[config.mk]
export PLATFORM = sky130hd
export DESIGN_NAME = bitmap_first_fit_block_allocator
export DESIGN_NICKNAME = d
export VERILOG_FILES = /design/src/bffa_pkg.sv /design/src/bitmap_first_fit_block_allocator.sv /design/src/bffa_ram.sv /design/src/bffa_step_unit.sv
export SDC_FILE = /design/constraint.sdc
export NUM_CORES = 1
export LEC_CHECK = 0
export ABC_AREA = 0
export BUFFER_PORTS_ARGS = -buffer_cell sky130_fd_sc_hd__buf_2
export CORE_MARGIN = 4
export CORE_UTILIZATION = 60
export CTS_CLUSTER_DIAMETER = 150
export DETAILED_ROUTE_END_ITERATION = 7
export PLACE_DENSITY = 0.87
export SLEW_MARGIN = 40
export SYNTH_ARGS = -nofsm -noshare
export SYNTH_HDL_FRONTEND = slang
export SYNTH_HIERARCHICAL = 1
export SYNTH_SLANG_ARGS = --single-unit
[constraint.sdc]
create_clock -name clk -period 5 [get_ports clk]
set_clock_uncertainty 0.1 [all_clocks]
set_input_delay 0.25 -clock clk [delete_from_list [all_inputs] [get_ports clk]]
set_output_delay 0.25 -clock clk [all_outputs]
set_load 0.01 [all_outputs]
[src/bffa_pkg.sv]
// Package for the bitmap first-fit block allocator.
// Holds field widths, block mark codes, opcodes and the compare flag struct.
// No dependencies.
`timescale 1ns / 1ps
`default_nettype none

package bffa_pkg;

  localparam int NUM_BLOCKS_DEF  = 32;
  localparam int BLOCK_BYTES_DEF = 4096;

  localparam int SIZE_W   = 24;
  localparam int ADDR_W   = 17;
  localparam int OFFSET_W = 17;
  localparam int MARK_W   = 2;

  localparam logic [MARK_W-1:0] MARK_FREE  = 2'd0;
  localparam logic [MARK_W-1:0] MARK_START = 2'd1;
  localparam logic [MARK_W-1:0] MARK_CONT  = 2'd2;

  localparam logic OP_ALLOC = 1'b0;
  localparam logic OP_FREE  = 1'b1;

  typedef struct packed {
    logic ge;  // sum >= reference
    logic gt;  // sum >  reference
  } cmp_t;

endpackage

`default_nettype wire

[src/bitmap_first_fit_block_allocator.sv]
// Top level of the bitmap first-fit block allocator: sequencer, mark RAM and
// shared step unit. Depends on bffa_pkg, bffa_ram and bffa_step_unit.
//
// The pool of NUM_BLOCKS blocks of BLOCK_BYTES bytes is tracked by a mark RAM
// that a sequencer walks one block per cycle, with a single adder/comparator
// doing the byte arithmetic. After reset a clearing pass frees every block;
// in_stall is high meanwhile. An allocate is taken in the idle state, scans
// block by block up to the end of the first fitting run, marks each block of
// the granted run and then presents the result. A free searches the block
// indices to locate its address, clears each block of the run that starts
// there and then presents the result. One item is in work at a time; the
// result sits in an output register, so the next item is taken while a
// result waits.
`timescale 1ns / 1ps
`default_nettype none

module bitmap_first_fit_block_allocator #(
  parameter int NUM_BLOCKS  = bffa_pkg::NUM_BLOCKS_DEF,
  parameter int BLOCK_BYTES = bffa_pkg::BLOCK_BYTES_DEF
) (
  input  wire logic                          clk,
  input  wire logic                          rst_n,
  input  wire logic                          in_valid,
  output logic                               in_stall,
  input  wire logic                          in_op,
  input  wire logic [bffa_pkg::SIZE_W-1:0]   in_size_bytes,
  input  wire logic [bffa_pkg::ADDR_W-1:0]   in_address,
  output logic                               out_valid,
  input  wire logic                          out_stall,
  output logic                               out_ok,
  output logic [bffa_pkg::OFFSET_W-1:0]      out_offset
);

  localparam int IW   = (NUM_BLOCKS > 1) ? $clog2(NUM_BLOCKS) : 1;
  localparam int RW   = $clog2(NUM_BLOCKS + 1);
  localparam int PW   = $clog2(NUM_BLOCKS * BLOCK_BYTES + 1);
  localparam int UW   = (PW > bffa_pkg::SIZE_W) ? PW : bffa_pkg::SIZE_W;
  localparam logic [IW-1:0] LAST = IW'(NUM_BLOCKS - 1);

  typedef enum logic [6:0] {
    ST_CLEAR = 7'b0000001,
    ST_IDLE  = 7'b0000010,
    ST_SCAN  = 7'b0000100,
    ST_MARK  = 7'b0001000,
    ST_FIND  = 7'b0010000,
    ST_FWALK = 7'b0100000,
    ST_RESP  = 7'b1000000
  } state_t;

  state_t state_r, state_nxt;
  logic [IW-1:0] idx_r, idx_nxt;
  logic [UW-1:0] acc_r, acc_nxt;
  logic [RW-1:0] run_r, run_nxt;
  logic [IW-1:0] first_r, first_nxt;
  logic [IW-1:0] end_r, end_nxt;
  logic          head_r, head_nxt;
  logic          res_ok_r, res_ok_nxt;
  logic          op_r;
  logic [bffa_pkg::SIZE_W-1:0] size_r;
  logic [bffa_pkg::ADDR_W-1:0] addr_r;
  logic          out_valid_r, out_valid_nxt;
  logic          out_ok_r;
  logic [bffa_pkg::OFFSET_W-1:0] out_offset_r;

  logic          accept;
  logic          load_out;
  logic          ram_we;
  logic [IW-1:0] ram_waddr;
  logic [bffa_pkg::MARK_W-1:0] ram_wdata;
  logic [IW-1:0] ram_raddr;
  logic [bffa_pkg::MARK_W-1:0] mark;
  logic [UW-1:0] step_ref;
  logic [UW-1:0] step_sum;
  bffa_pkg::cmp_t step_cmp;
  logic [UW-1:0] off_prod;
  logic          mark_free;
  logic [IW-1:0] idx_inc;

  bffa_ram #(
    .WIDTH (bffa_pkg::MARK_W),
    .DEPTH (NUM_BLOCKS)
  ) u_marks (
    .clk   (clk),
    .we    (ram_we),
    .waddr (ram_waddr),
    .wdata (ram_wdata),
    .raddr (ram_raddr),
    .rdata (mark)
  );

  bffa_step_unit #(
    .W    (UW),
    .STEP (BLOCK_BYTES)
  ) u_step (
    .acc     (acc_r),
    .ref_val (step_ref),
    .sum     (step_sum),
    .cmp     (step_cmp)
  );

  assign accept    = in_valid && !in_stall;
  assign in_stall  = (state_r != ST_IDLE);
  assign load_out  = (state_r == ST_RESP) && (!out_valid_r || !out_stall);
  assign mark_free = (mark == bffa_pkg::MARK_FREE);
  assign idx_inc   = (idx_r == LAST) ? '0 : IW'(idx_r + 1'b1);
  assign step_ref  = (state_r == ST_SCAN) ? UW'(size_r) : UW'(addr_r);
  assign off_prod  = UW'(first_r) * UW'(BLOCK_BYTES);

  always_comb begin
    state_nxt  = state_r;
    idx_nxt    = idx_r;
    acc_nxt    = acc_r;
    run_nxt    = run_r;
    first_nxt  = first_r;
    end_nxt    = end_r;
    head_nxt   = head_r;
    res_ok_nxt = res_ok_r;
    ram_we     = 1'b0;
    ram_waddr  = idx_r;
    ram_wdata  = bffa_pkg::MARK_FREE;
    ram_raddr  = '0;
    case (state_r)
      ST_CLEAR: begin
        ram_we = 1'b1;
        if (idx_r == LAST) begin
          state_nxt = ST_IDLE;
        end else begin
          idx_nxt = idx_inc;
        end
      end
      ST_IDLE: begin
        // Block 0 is read now so that its mark is ready on entry to the scan.
        ram_raddr = '0;
        idx_nxt   = '0;
        acc_nxt   = '0;
        run_nxt   = '0;
        head_nxt  = 1'b1;
        if (accept) begin
          if (in_op == bffa_pkg::OP_FREE) begin
            state_nxt = ST_FIND;
          end else if (in_size_bytes == '0) begin
            res_ok_nxt = 1'b0;
            state_nxt  = ST_RESP;
          end else begin
            state_nxt = ST_SCAN;
          end
        end
      end
      ST_SCAN: begin
        // The mark of block idx_r is on the RAM output; the next one is read.
        ram_raddr = idx_inc;
        run_nxt   = mark_free ? RW'(run_r + 1'b1) : '0;
        acc_nxt   = mark_free ? step_sum : '0;
        if (mark_free && step_cmp.ge) begin
          first_nxt = IW'(32'(idx_r) + 32'd1 - 32'(run_nxt));
          end_nxt   = idx_r;
          idx_nxt   = first_nxt;
          state_nxt = ST_MARK;
        end else if (idx_r == LAST) begin
          res_ok_nxt = 1'b0;
          state_nxt  = ST_RESP;
        end else begin
          idx_nxt = idx_inc;
        end
      end
      ST_MARK: begin
        ram_we    = 1'b1;
        ram_wdata = (idx_r == first_r) ? bffa_pkg::MARK_START : bffa_pkg::MARK_CONT;
        if (idx_r == end_r) begin
          res_ok_nxt = 1'b1;
          state_nxt  = ST_RESP;
        end else begin
          idx_nxt = idx_inc;
        end
      end
      ST_FIND: begin
        // Block idx_r holds the address when idx_r*B <= address < (idx_r+1)*B.
        ram_raddr = idx_r;
        if (step_cmp.gt) begin
          state_nxt = ST_FWALK;
        end else if (idx_r == LAST) begin
          res_ok_nxt = 1'b0;
          state_nxt  = ST_RESP;
        end else begin
          acc_nxt = step_sum;
          idx_nxt = idx_inc;
        end
      end
      ST_FWALK: begin
        ram_raddr = idx_inc;
        if (head_r) begin
          if (mark == bffa_pkg::MARK_START) begin
            ram_we     = 1'b1;
            res_ok_nxt = 1'b1;
            head_nxt   = 1'b0;
            if (idx_r == LAST) begin
              state_nxt = ST_RESP;
            end else begin
              idx_nxt = idx_inc;
            end
          end else begin
            res_ok_nxt = 1'b0;
            state_nxt  = ST_RESP;
          end
        end else if (mark == bffa_pkg::MARK_CONT) begin
          ram_we = 1'b1;
          if (idx_r == LAST) begin
            state_nxt = ST_RESP;
          end else begin
            idx_nxt = idx_inc;
          end
        end else begin
          state_nxt = ST_RESP;
        end
      end
      ST_RESP: begin
        if (load_out) begin
          state_nxt = ST_IDLE;
        end
      end
      default: begin
        state_nxt = ST_CLEAR;
        idx_nxt   = '0;
      end
    endcase
  end

  always_comb begin
    out_valid_nxt = out_valid_r && out_stall;
    if (load_out) begin
      out_valid_nxt = 1'b1;
    end
  end

  always_ff @(posedge clk) begin
    if (!rst_n) begin
      state_r     <= ST_CLEAR;
      idx_r       <= '0;
      out_valid_r <= 1'b0;
    end else begin
      state_r     <= state_nxt;
      idx_r       <= idx_nxt;
      out_valid_r <= out_valid_nxt;
    end
  end

  always_ff @(posedge clk) begin
    acc_r    <= acc_nxt;
    run_r    <= run_nxt;
    first_r  <= first_nxt;
    end_r    <= end_nxt;
    head_r   <= head_nxt;
    res_ok_r <= res_ok_nxt;
    if (accept) begin
      op_r   <= in_op;
      size_r <= in_size_bytes;
      addr_r <= in_address;
    end
    if (load_out) begin
      out_ok_r     <= res_ok_r;
      out_offset_r <= (res_ok_r && (op_r == bffa_pkg::OP_ALLOC)) ?
                      off_prod[bffa_pkg::OFFSET_W-1:0] : '0;
    end
  end

  assign out_valid  = out_valid_r;
  assign out_ok     = out_ok_r;
  assign out_offset = out_offset_r;

endmodule

`default_nettype wire

[src/bffa_ram.sv]
// Generic simple dual-port RAM: one write port, one read port, registered read.
// No dependencies.
`timescale 1ns / 1ps
`default_nettype none

module bffa_ram #(
  parameter int WIDTH = 2,
  parameter int DEPTH = 32
) (
  input  wire logic                                   clk,
  input  wire logic                                   we,
  input  wire logic [(DEPTH > 1 ? $clog2(DEPTH) : 1)-1:0] waddr,
  input  wire logic [WIDTH-1:0]                       wdata,
  input  wire logic [(DEPTH > 1 ? $clog2(DEPTH) : 1)-1:0] raddr,
  output logic      [WIDTH-1:0]                       rdata
);

  logic [WIDTH-1:0] mem [DEPTH];

  always_ff @(posedge clk) begin
    if (we) begin
      mem[waddr] <= wdata;
    end
    rdata <= mem[raddr];
  end

endmodule

`default_nettype wire

[src/bffa_step_unit.sv]
// Shared step unit: adds one block size to an accumulator and compares the sum
// against a reference. Depends on bffa_pkg.
`timescale 1ns / 1ps
`default_nettype none

module bffa_step_unit #(
  parameter int W    = 27,
  parameter int STEP = 4096
) (
  input  wire logic [W-1:0]    acc,
  input  wire logic [W-1:0]    ref_val,
  output logic      [W-1:0]    sum,
  output bffa_pkg::cmp_t       cmp
);

  assign sum    = acc + W'(STEP);
  assign cmp.ge = (sum >= ref_val);
  assign cmp.gt = (sum > ref_val);

endmodule

`default_nettype wire

==> results.ini, run 1 <==
[cells_and_area]
insertedDiodeCount=0
nets=929
drive_gt1_share_pct=13.99
final_common_cell=edfxtp_1
layout_common_cells=153 x edfxtp_1, 83 x nand2_1, 62 x nor2_1
synthToLayoutAreaGrowth_pct=15.58

[critical_path]
cp_slowest_stage_delay_ns=0.52
crit_arrival_ns=4.68
crit_path_cell_trace=nor3_1 -> and4b_1 -> buf_4 -> and2_1 -> inv_1 -> ha_1 -> a21oi_1 -> nand2_1 -> a221o_1 -> a211oi_2 -> a22oi_1 -> or4_1 -> nor2_1 -> or2_4
rr_startpoint=state_r[0]
path_max_fanout=32
worst_r2r_path_depth=14
reg2reg_slack_ns=0.33
timing.rr.end=acc_r[17]
cp_slowest_cell=or4_1
critPathLaunchType=register
criticalPathCategory=reg2reg
worst_setup_path_end_kind=register
worstPathRequired_ns=5.01

[sta]
setup_viol=0
fin_crit_ns=4.672
rsz0062_at_grt=no
hold_viol=0
fmax_ghz=0.2140
slew_headroom_pct=46.67
holdWs_ns=0.04888
fin_setup_tns_ns=0
final_max_slew_viol_count=0
finalCritPeriodShare_pct=93.44
tightest_slew_ns=0.7938

[synth]
synthArstFlopShare_pct=0
synthesis.area_sq_um=8755
synthCells=760
synth_enable_flop_cells=153
synth_top_cell_by_area=edfxtp_1
synth.avg_cell_area_sq_um=11.52
synthTopCellsByArea=edfxtp_1 52%, ha_1 5.3%, mux2i_1 4.0%, nand2_1 3.6%, dfxtp_1 3.4%
ys_seq_area_share_pct=55.91
yosys.area.top_type_share_pct=52.48
ys_types=75
yosysWarnings=6
ys_ff_latch=168
ys.flop_type=edfxtp_1

[routing]
wire_per_inst_microns=20.41
routed_via_density=6.170
firstDrtPassIters=7
via_count=6404
ant_nets=0
drtIter0Drc=774
route.detailed.drc=0
drt-total-wl_microns=21190

[placed_design]
io_buffer_count=53
place_hpwl_microns=12620
gp_congestion=0.8945

[grt]
grt_pass1_wl_microns=33130
grt_overflow=0
grt_max_degree=33
grt_usage_pct=26.26
grt_pass1_vias=6417
antenna_found_initial=0

[power_and_ir_drop]
power.density_nw_per_um2=313.6
leakagePower_nw=3.733
ir_drop_uv=218.1

[cts]
cts_sinks=168
cts_buffers=17
postCtsSetupBuffers=0
cts.reportedPaths.clkPinSlew_ns=0.07
clk_path_buf_depth=2
cts_tree=built
clockRootBuffer=clkbuf_16
clk_latency_ns=0.45
cts-htree-levels=4

[die]
rows=43
die_area_sq_um=16590
die_x_microns=128.8
core_sq_um=14100
start_util_pct=62.11
io_pins=66
die_h_microns=128.8

[job]
cap_violations=0

[hold_path]
holdPathStages=2
worstHoldStart=rst_n
min_to=state_r[0]
hold_class=in2reg

[status]
status=finished clean

[worst max-delay path: cells and delay by family, from the launching register on]
family,cells,cell delay (ns)
AO/OA/AOI/OAI,4,0.94
adder cells (fa/ha/maj),1,0.36
flip-flops,1,0.44
AND/OR/NAND/NOR,7,2.10
buffers and inverters,2,0.36
[synthesized netlist by cell type, drive strengths merged, types with 4 or more instances]
master and count:
a22oi 18, and2 41, o21ai 12, nand3b 6, or3b 4, nand3 21, o211ai 7, clkbuf 22
nand2b 4, a21oi 20, dfxtp 15, xor2 13, nor2b 11, nand4 11, inv 41, nor2 64
a21o 6, edfxtp 153, buf 32, or3 4, nor3 8, nand2 83, mux2i 35, ha 37
nor4 13, nand4b 4, xnor2 19
[cell families (layout without fill, tap and decap cells)]
family | after synthesis | count (layout) | synth area share, %
AOI/OAI and AO/OA | 101 | 101 | 8.390
buffers and inverters | 96 | 183 | 5.588
xor gates and xnor gates | 32 | 32 | 3.201
and+or+nand+nor | 288 | 288 | 17.24
adders and majority gates | 39 | 39 | 5.631
other | 1 | 12 | 0.04283
DFF | 168 | 168 | 55.91
muxes | 35 | 35 | 4.002
[timing repair]
item	in CTS	in global routing
endpoints found under the setup margin	0	24
resized for setup	0	1
hold endpoints to repair	43	0
hold buffers	43	0
[report_power, final]
group / total (mW) / switching, mW / internal, mW
Sequential: 1.57 / 0.0244 / 1.55
Clock: 1.31 / 0.608 / 0.705
Combinational: 0.288 / 0.171 / 0.117
Total: 3.17 / 0.803 / 2.37
[registers in the layout, summed over array words and instances, names as in the netlist]
signal         flops
u_marks/rdata      2
out_valid          1
out_ok             1
size_r            24
addr_r            17
res_ok_r           1
run_r              5
u_marks/mem       64
end_r              5
acc_r             24
idx_r              5
state_r            7
first_r            5
out_offset         5
head_r             1
op_r               1
[worst max-delay path by stage]
stage	cells after the start	from	to	slack, ns
after floorplan	16	state_r[5]	acc_r[0]	0.65
after global placement	15	state_r[0]	acc_r[10]	0.62
after detailed placement	14	state_r[0]	acc_r[17]	0.44
after CTS	14	state_r[0]	acc_r[23]	0.35
after global routing	14	state_r[0]	acc_r[23]	0.15
final	14	state_r[0]	acc_r[17]	0.33
[area by class of cell]
class / count / area (sq um)
multi-input combinational: 507 / 3443
sequential: 168 / 4895
clock inverter: 15 / 158.9
fill: 909 / 3978
timing repair buffer: 109 / 813.3
inverter: 42 / 157.7
tap: 180 / 225.2
clock buffer: 17 / 425.4
[per-stage QoR]
stage	std cells	setup WS [ns]	total power [mW]	instance area [sq um]	utilization [%]
after floorplan	771	0.6499	1.769	8796	-
after global placement	962	0.6226	1.844	9060	64.27
final	1038	0.3281	3.173	10120	71.78
after CTS	1038	0.3494	3.151	10110	71.73
after detailed placement	963	0.4389	1.853	9096	64.53
after global routing	1038	0.1504	3.268	10120	71.78
[metal layers]
layer	share of wire, %	GRT usage [%]	routed length [microns]	up-vias
met4	4.6	12.97	973	0
li1	-	-	-	2910
met1	38	31.90	8043	3022
met2	49	44.21	10430	394
met3	8.2	6.019	1744	78
met5	0	0	0	-
Note: power is estimated with default switching activity, not from simulation.
==> run 2, diff against run 1 <==
--- a/config.mk
+++ b/config.mk
@@ -8,10 +8,10 @@
 export ABC_AREA = 0
 export BUFFER_PORTS_ARGS = -buffer_cell sky130_fd_sc_hd__buf_2
 export CORE_MARGIN = 4
-export CORE_UTILIZATION = 60
+export CORE_UTILIZATION = 55
 export CTS_CLUSTER_DIAMETER = 150
 export DETAILED_ROUTE_END_ITERATION = 7
-export PLACE_DENSITY = 0.87
+export PLACE_DENSITY = 0.84
 export SLEW_MARGIN = 40
 export SYNTH_ARGS = -nofsm -noshare
 export SYNTH_HDL_FRONTEND = slang
==> constraint.sdc (replaced) <==
create_clock -name clk -period 4.2 [get_ports clk]
set_clock_uncertainty 0.1 [all_clocks]
set_input_delay 0.21 -clock clk [delete_from_list [all_inputs] [get_ports clk]]
set_output_delay 0.21 -clock clk [all_outputs]
set_load 0.01 [all_outputs]
==> run 2 against run 1 <==
Compared with the run above: final area grew 1.8%; first-iteration DRC count shrank 25%; via count grew 0.11%; fmax is 17% higher; power increased by 20%; register-to-register slack lost 0.11 ns; worst setup slack got worse by 0.11 ns; cell count rose by 4.6%; worst hold slack better by 0.13 ns; critical path type unchanged; critical endpoint is now acc_r[10].
==> results.ini, run 2 (synthesis results as in run 1) <==
[placed_design]
place_hpwl_microns=13150  ; was 12,620 microns
placed_cells=1008  ; was 963
place_area_sq_um=9248  ; was 9096 sq um
io_buffer_count=53  ; unchanged
detailedPlace.worstSlack_ns=0.1289  ; was 0.4389 ns
gp_congestion=0.9491  ; was 0.8945

[sta]
fin_crit_ns=3.984  ; was 4.672 ns
fmax_ghz=0.2510  ; was 0.2140 GHz
finalCritPeriodShare_pct=94.86  ; was 93.44%
hold_viol=0  ; unchanged
tightest_slew_ns=0.7921  ; was 0.7938 ns
setup_viol=0  ; unchanged
fin_setup_tns_ns=0  ; unchanged
slew_headroom_pct=46.78  ; was 46.67%
rsz0062_at_grt=no  ; unchanged
fin_ws_ns=0.2158  ; was 0.3281 ns
final_max_slew_viol_count=0  ; unchanged

[routing]
ant_nets=0  ; unchanged
firstDrtPassIters=5  ; was 7
drt-total-wl_microns=21980  ; was 21,190 microns
route.detailed.drc=0  ; unchanged
via_count=6411  ; was 6,404
wire_per_inst_microns=20.24  ; was 20.41 microns
drtIter0Drc=580  ; was 774
routed_via_density=5.903  ; was 6.170

[cells_and_area]
drive_gt1_share_pct=15.56  ; was 13.99%
final_cells=1086  ; was 1,038
largest-register=u_marks/mem  ; unchanged
final_common_cell=edfxtp_1  ; unchanged
synthToLayoutAreaGrowth_pct=17.64  ; was 15.58%
nets=945  ; was 929
layout_common_cells=153 x edfxtp_1, 83 x nand2_1, 59 x nor2_1  ; was 153 x edfxtp_1, 83 x nand2_1, 62 x nor2_1
largest_reg_flops=64  ; unchanged
top_regs=u_marks/mem x64, acc_r x24, size_r x24  ; unchanged
design_area_sq_um=10300  ; was 10,120 sq um

[die]
core_sq_um=15370  ; was 14,100 sq um
die_area_sq_um=18000  ; was 16,590 sq um
die_h_microns=134.2  ; was 128.8 microns
io_pins=66  ; unchanged
start_util_pct=56.96  ; was 62.11%
rows=45  ; was 43
die_x_microns=134.2  ; was 128.8 microns

[cts]
cts.reportedPaths.clkPinSlew_ns=0.06  ; was 0.07 ns
cts_tree=built  ; unchanged
clk_latency_ns=0.44  ; was 0.45 ns
clk_path_buf_depth=2  ; unchanged
clockRootBuffer=clkbuf_16  ; unchanged
cts-htree-levels=4  ; unchanged
cts_buffers=17  ; unchanged
cts_sinks=168  ; unchanged

[power_and_ir_drop]
ir_drop_uv=337.0  ; was 218.1 uV
power.density_nw_per_um2=369.8  ; was 313.6 nW/um^2
leakagePower_nw=3.817  ; was 3.733 nW

[grt]
grt_usage_pct=24.90  ; was 26.26%
grt_pass1_wl_microns=34380  ; was 33,130 microns
grt_max_degree=33  ; unchanged
antenna_found_initial=1  ; was 0
grt_overflow=0  ; unchanged
grt_pass1_vias=6383  ; was 6,417

[critical_path]
path_max_fanout=17  ; was 32
worst_setup_path_end_kind=register  ; unchanged
worstPathRequired_ns=4.22  ; was 5.01 ns
critPathLaunchType=register  ; unchanged
crit_arrival_ns=4.01  ; was 4.68 ns
criticalPathCategory=reg2reg  ; unchanged

[hold_path]
hold_class=in2reg  ; unchanged

[status]
status=finished clean  ; unchanged

[job]
cap_violations=0  ; unchanged

-- run 2: cell types whose count changed in the layout (fill, tap and decap cells not counted), moves of 2 or more --
cell and delta:
clkinv_1 +2, bufinv_16 +2, nor2_1 -3, clkinv_2 +4, clkinvlp_4 -2, inv_6 -5, clkbuf_1 +2, nor2_2 +3
buf_4 +13
-- run 2: final timing paths --
path                   start   endpoint  slack [ns]  depth (start not counted)
setup / recovery  state_r[1]  acc_r[10]        0.22                         16
hold / removal      in_valid       op_r        0.17                          3
setup reg to reg  state_r[1]  acc_r[10]        0.22                         16
hold reg to reg     res_ok_r     out_ok        0.41                          0
-- run 2: area by class of cell --
class	instances	area (sq um)
inverter	42	157.7
antenna	1	2.502
clock inverter	13	151.4
tap	211	264.0
multi-input combinational	508	3460
sequential	168	4895
clock buffer	19	432.9
timing repair buffer	124	935.9
fill	1073	5072
-- run 2: what timing repair did --
| item | 4_1_cts | 5_1_grt |
|---|---|---|
| hold buffers | 44 | 0 |
| gates resized for setup | 0 | 5 |
| endpoints found under the setup margin | 0 | 33 |
| buffers inserted | 0 | 0 |
| hold endpoints to repair | 44 | 0 |
-- run 2: through the flow --
| stage | power (mW) | hold WS [ns] | utilization, % |
|---|---|---|---|
| 6_report | 3.809 | 0.1743 | 67.00 |
| 5_1_grt | 3.925 | 0.1739 | 67.00 |
| 4_1_cts | 3.789 | 0.1297 | 66.83 |
| 3_5_place_dp | 2.202 | 0.2881 | 60.16 |
| 3_3_place_gp | 2.193 | 0.2861 | 59.88 |
| 2_1_floorplan | 2.106 | 0.2089 | - |
-- run 2: per-layer routing --
layer	track usage, %	part of all wire, %	vias up
li1	-	-	2936
met5	0	0	-
met2	41.98	50	350
met4	10.41	3.6	0
met3	5.626	8.1	58
met1	31.08	38	3067
-- run 2: power by group --
part / internal, mW / switching (mW) / total [mW]
logic: 0.142 / 0.199 / 0.341
clock network: 0.932 / 0.663 / 1.59
registers: 1.84 / 0.0300 / 1.87
total: 2.92 / 0.892 / 3.81
-- run 2: worst max-delay path: stages, from the launching register on --
cell and delay [ns]:
dfxtp_1 0.37, nor3_1 0.25, buf_4 0.19, nand4b_1 0.15, buf_4 0.25, nand2_1 0.09, nand2_1 0.05, inv_1 0.05
ha_1 0.25, a21oi_1 0.12, o21ai_1 0.09, a221o_1 0.36, a211oi_2 0.22, a22oi_1 0.15, or4_1 0.54, nor2_2 0.18
or2_4 0.26
==> run 3, diff against run 2 <==
--- a/config.mk
+++ b/config.mk
@@ -11,7 +11,7 @@
 export CORE_UTILIZATION = 55
 export CTS_CLUSTER_DIAMETER = 150
 export DETAILED_ROUTE_END_ITERATION = 7
-export PLACE_DENSITY = 0.84
+export PLACE_DENSITY_LB_ADDON = 0.25
 export SLEW_MARGIN = 40
 export SYNTH_ARGS = -nofsm -noshare
 export SYNTH_HDL_FRONTEND = slang
==> constraint.sdc (replaced) <==
create_clock -name clk -period 4.2 [get_ports clk]
set_clock_uncertainty 0.1 [all_clocks]
set_input_delay 0.42 -clock clk [delete_from_list [all_inputs] [get_ports clk]]
set_output_delay 0.42 -clock clk [all_outputs]
set_load 0.01 [all_outputs]
==> run 3 against run 2 <==
Compared with the run above: worst setup slack improved by 0.039 ns; cell count shrank 4.1%; sequential share of layout area is 1.8 points higher; sequential power about the same; non-clock buffer count is 44 lower.
==> results.ini, run 3 (synthesis results as in run 1) <==
[hold_path]
worstHoldStart=in_address[9]  ; was in_valid
min_to=addr_r[9]  ; was op_r
hold_class=in2reg  ; unchanged
holdPathStages=1  ; was 3

[grt]
grt_overflow=0  ; unchanged
antenna_found_initial=0  ; was 1
grt_max_degree=33  ; unchanged
gr-usage-met2_pct=35.75  ; was 41.98%
grt_pass1_vias=6004  ; was 6,383
met3_usage_pct=5.551  ; was 5.626%
grt_use_met1_pct=27.48  ; was 31.08%
grt_pass1_wl_microns=30300  ; was 34,380 microns
grt.busiest_layer=met2  ; unchanged
grt_usage_pct=21.38  ; was 24.90%

[cts]
cts_buffers=17  ; unchanged
postCtsHoldBufs=0  ; was 44
cts_sinks=168  ; unchanged
clk_latency_ns=0.43  ; was 0.44 ns
cts-htree-levels=4  ; unchanged
cts.reportedPaths.clkPinSlew_ns=0.07  ; was 0.06 ns
clk_path_buf_depth=2  ; unchanged
clockRootBuffer=clkbuf_16  ; unchanged
cts_tree=built  ; unchanged

[critical_path]
crit_arrival_ns=3.97  ; was 4.01 ns
worst_setup_path_end_kind=register  ; unchanged
worst_r2r_path_depth=16  ; unchanged
rr_startpoint=state_r[1]  ; unchanged
path_max_fanout=22  ; was 17
reg2reg_slack_ns=0.25  ; was 0.22 ns
timing.rr.end=acc_r[13]  ; was acc_r[10]
critPathLaunchType=register  ; unchanged
worstPathRequired_ns=4.23  ; was 4.22 ns
criticalPathCategory=reg2reg  ; unchanged

[die]
die_x_microns=134.2  ; unchanged
die_area_sq_um=18000  ; unchanged
rows=45  ; unchanged
die_h_microns=134.2  ; unchanged
io_pins=66  ; unchanged
core_sq_um=15370  ; unchanged
start_util_pct=56.96  ; unchanged

[sta]
fin_setup_tns_ns=0  ; unchanged
holdWs_ns=0.06192  ; was 0.1743 ns
fin_ws_ns=0.2549  ; was 0.2158 ns
slew_headroom_pct=50.47  ; was 46.78%
finalCritPeriodShare_pct=93.93  ; was 94.86%
rsz0062_at_grt=yes  ; was no
final_max_slew_viol_count=0  ; unchanged
fmax_ghz=0.2535  ; was 0.2510 GHz
tightest_slew_ns=0.7373  ; was 0.7921 ns
fin_crit_ns=3.945  ; was 3.984 ns
hold_viol=0  ; unchanged
setup_viol=0  ; unchanged

[cells_and_area]
final_common_cell=edfxtp_1  ; unchanged
largest_reg_flops=64  ; unchanged
layout_common_cells=153 x edfxtp_1, 83 x nand2_1, 59 x nor2_1  ; unchanged
final_core_util_pct=64.60  ; was 67.00%
insertedDiodeCount=0  ; was 1
design_area_sq_um=9930  ; was 10,300 sq um
largest-register=u_marks/mem  ; unchanged
synthToLayoutAreaGrowth_pct=13.42  ; was 17.64%
drive_gt1_share_pct=16.99  ; was 15.56%
final_cells=1041  ; was 1,086
nets=901  ; was 945
top_regs=u_marks/mem x64, acc_r x24, size_r x24  ; unchanged

[power_and_ir_drop]
power.density_nw_per_um2=396.4  ; was 369.8 nW/um^2
leakagePower_nw=3.666  ; was 3.817 nW
ir_drop_uv=277.5  ; was 337.0 uV
power.total_mw=3.936  ; was 3.809 mW

[routing]
via_count=5953  ; was 6,411
wire_per_inst_microns=18.08  ; was 20.24 microns
routed_via_density=5.719  ; was 5.903
ant_nets=0  ; unchanged
drtIter0Drc=447  ; was 580
drt-total-wl_microns=18820  ; was 21,980 microns
route.detailed.drc=0  ; unchanged
firstDrtPassIters=5  ; unchanged

[placed_design]
gp_congestion=0.9386  ; was 0.9491
place_area_sq_um=9225  ; was 9248 sq um
placed_cells=1006  ; was 1,008
io_buffer_count=53  ; unchanged
detailedPlace.worstSlack_ns=0.1052  ; was 0.1289 ns
place_hpwl_microns=13170  ; was 13,150 microns

[status]
status=finished clean  ; unchanged

[job]
cap_violations=0  ; unchanged

==> run 3: layout make-up <==
class / count / area (sq um)
tap: 211 / 264.0
clock buffer: 17 / 425.4
clock inverter: 15 / 237.7
timing repair buffer: 80 / 488.0
sequential: 168 / 4895
multi-input combinational: 508 / 3462
fill: 1203 / 5441
inverter: 42 / 157.7
==> run 3: worst max path at each step <==
| stage | startpoint | slack [ns] | to | depth (start not counted) |
|---|---|---|---|---|
| 2_1_floorplan | state_r[5] | 0.06 | acc_r[0] | 16 |
| 3_3_place_gp | state_r[1] | 0.26 | acc_r[13] | 14 |
| 3_5_place_dp | state_r[1] | 0.11 | idx_r[3] | 16 |
| 4_1_cts | state_r[1] | 0.08 | idx_r[3] | 16 |
| 5_1_grt | state_r[1] | -0.001 | idx_r[2] | 17 |
| 6_report | state_r[1] | 0.25 | acc_r[13] | 16 |
==> run 3: repair_timing <==
| action | CTS | global route |
|---|---|---|
| endpoints found under the setup margin | 0 | 37 |
| hold endpoints to repair | 0 | 0 |
| setup buffers | 0 | 2 |
| resized for setup | 0 | 6 |
==> run 3: routing by layer <==
| metal | vias to the layer above | wire length, microns | part of all wire, % |
|---|---|---|---|
| met3 | 44 | 1107 | 5.9 |
| met4 | 0 | 378 | 2.0 |
| met1 | 2832 | 7976 | 42 |
| met2 | 231 | 9361 | 50 |
| li1 | 2846 | - | - |
| met5 | - | 0 | 0 |
==> run 3: critical path: stages (launching register included) <==
cell,delay (ns)
dfxtp_1,0.45
nor3_1,0.10
buf_4,0.16
nand4b_1,0.11
buf_4,0.28
nand2_1,0.09
nand2_1,0.06
inv_1,0.04
ha_1,0.32
a21oi_1,0.13
o21ai_1,0.10
a221o_1,0.36
a211oi_2,0.21
a22oi_1,0.15
or4_1,0.53
nor2_2,0.19
or2_4,0.27
==> run 3: report_power, final <==
part | total (mW) | internal [mW] | leakage (nW) | switching (mW)
Clock | 1.75 | 1.07 | 0.322 | 0.676
Sequential | 1.86 | 1.84 | 1.43 | 0.0215
Combinational | 0.323 | 0.119 | 1.92 | 0.205
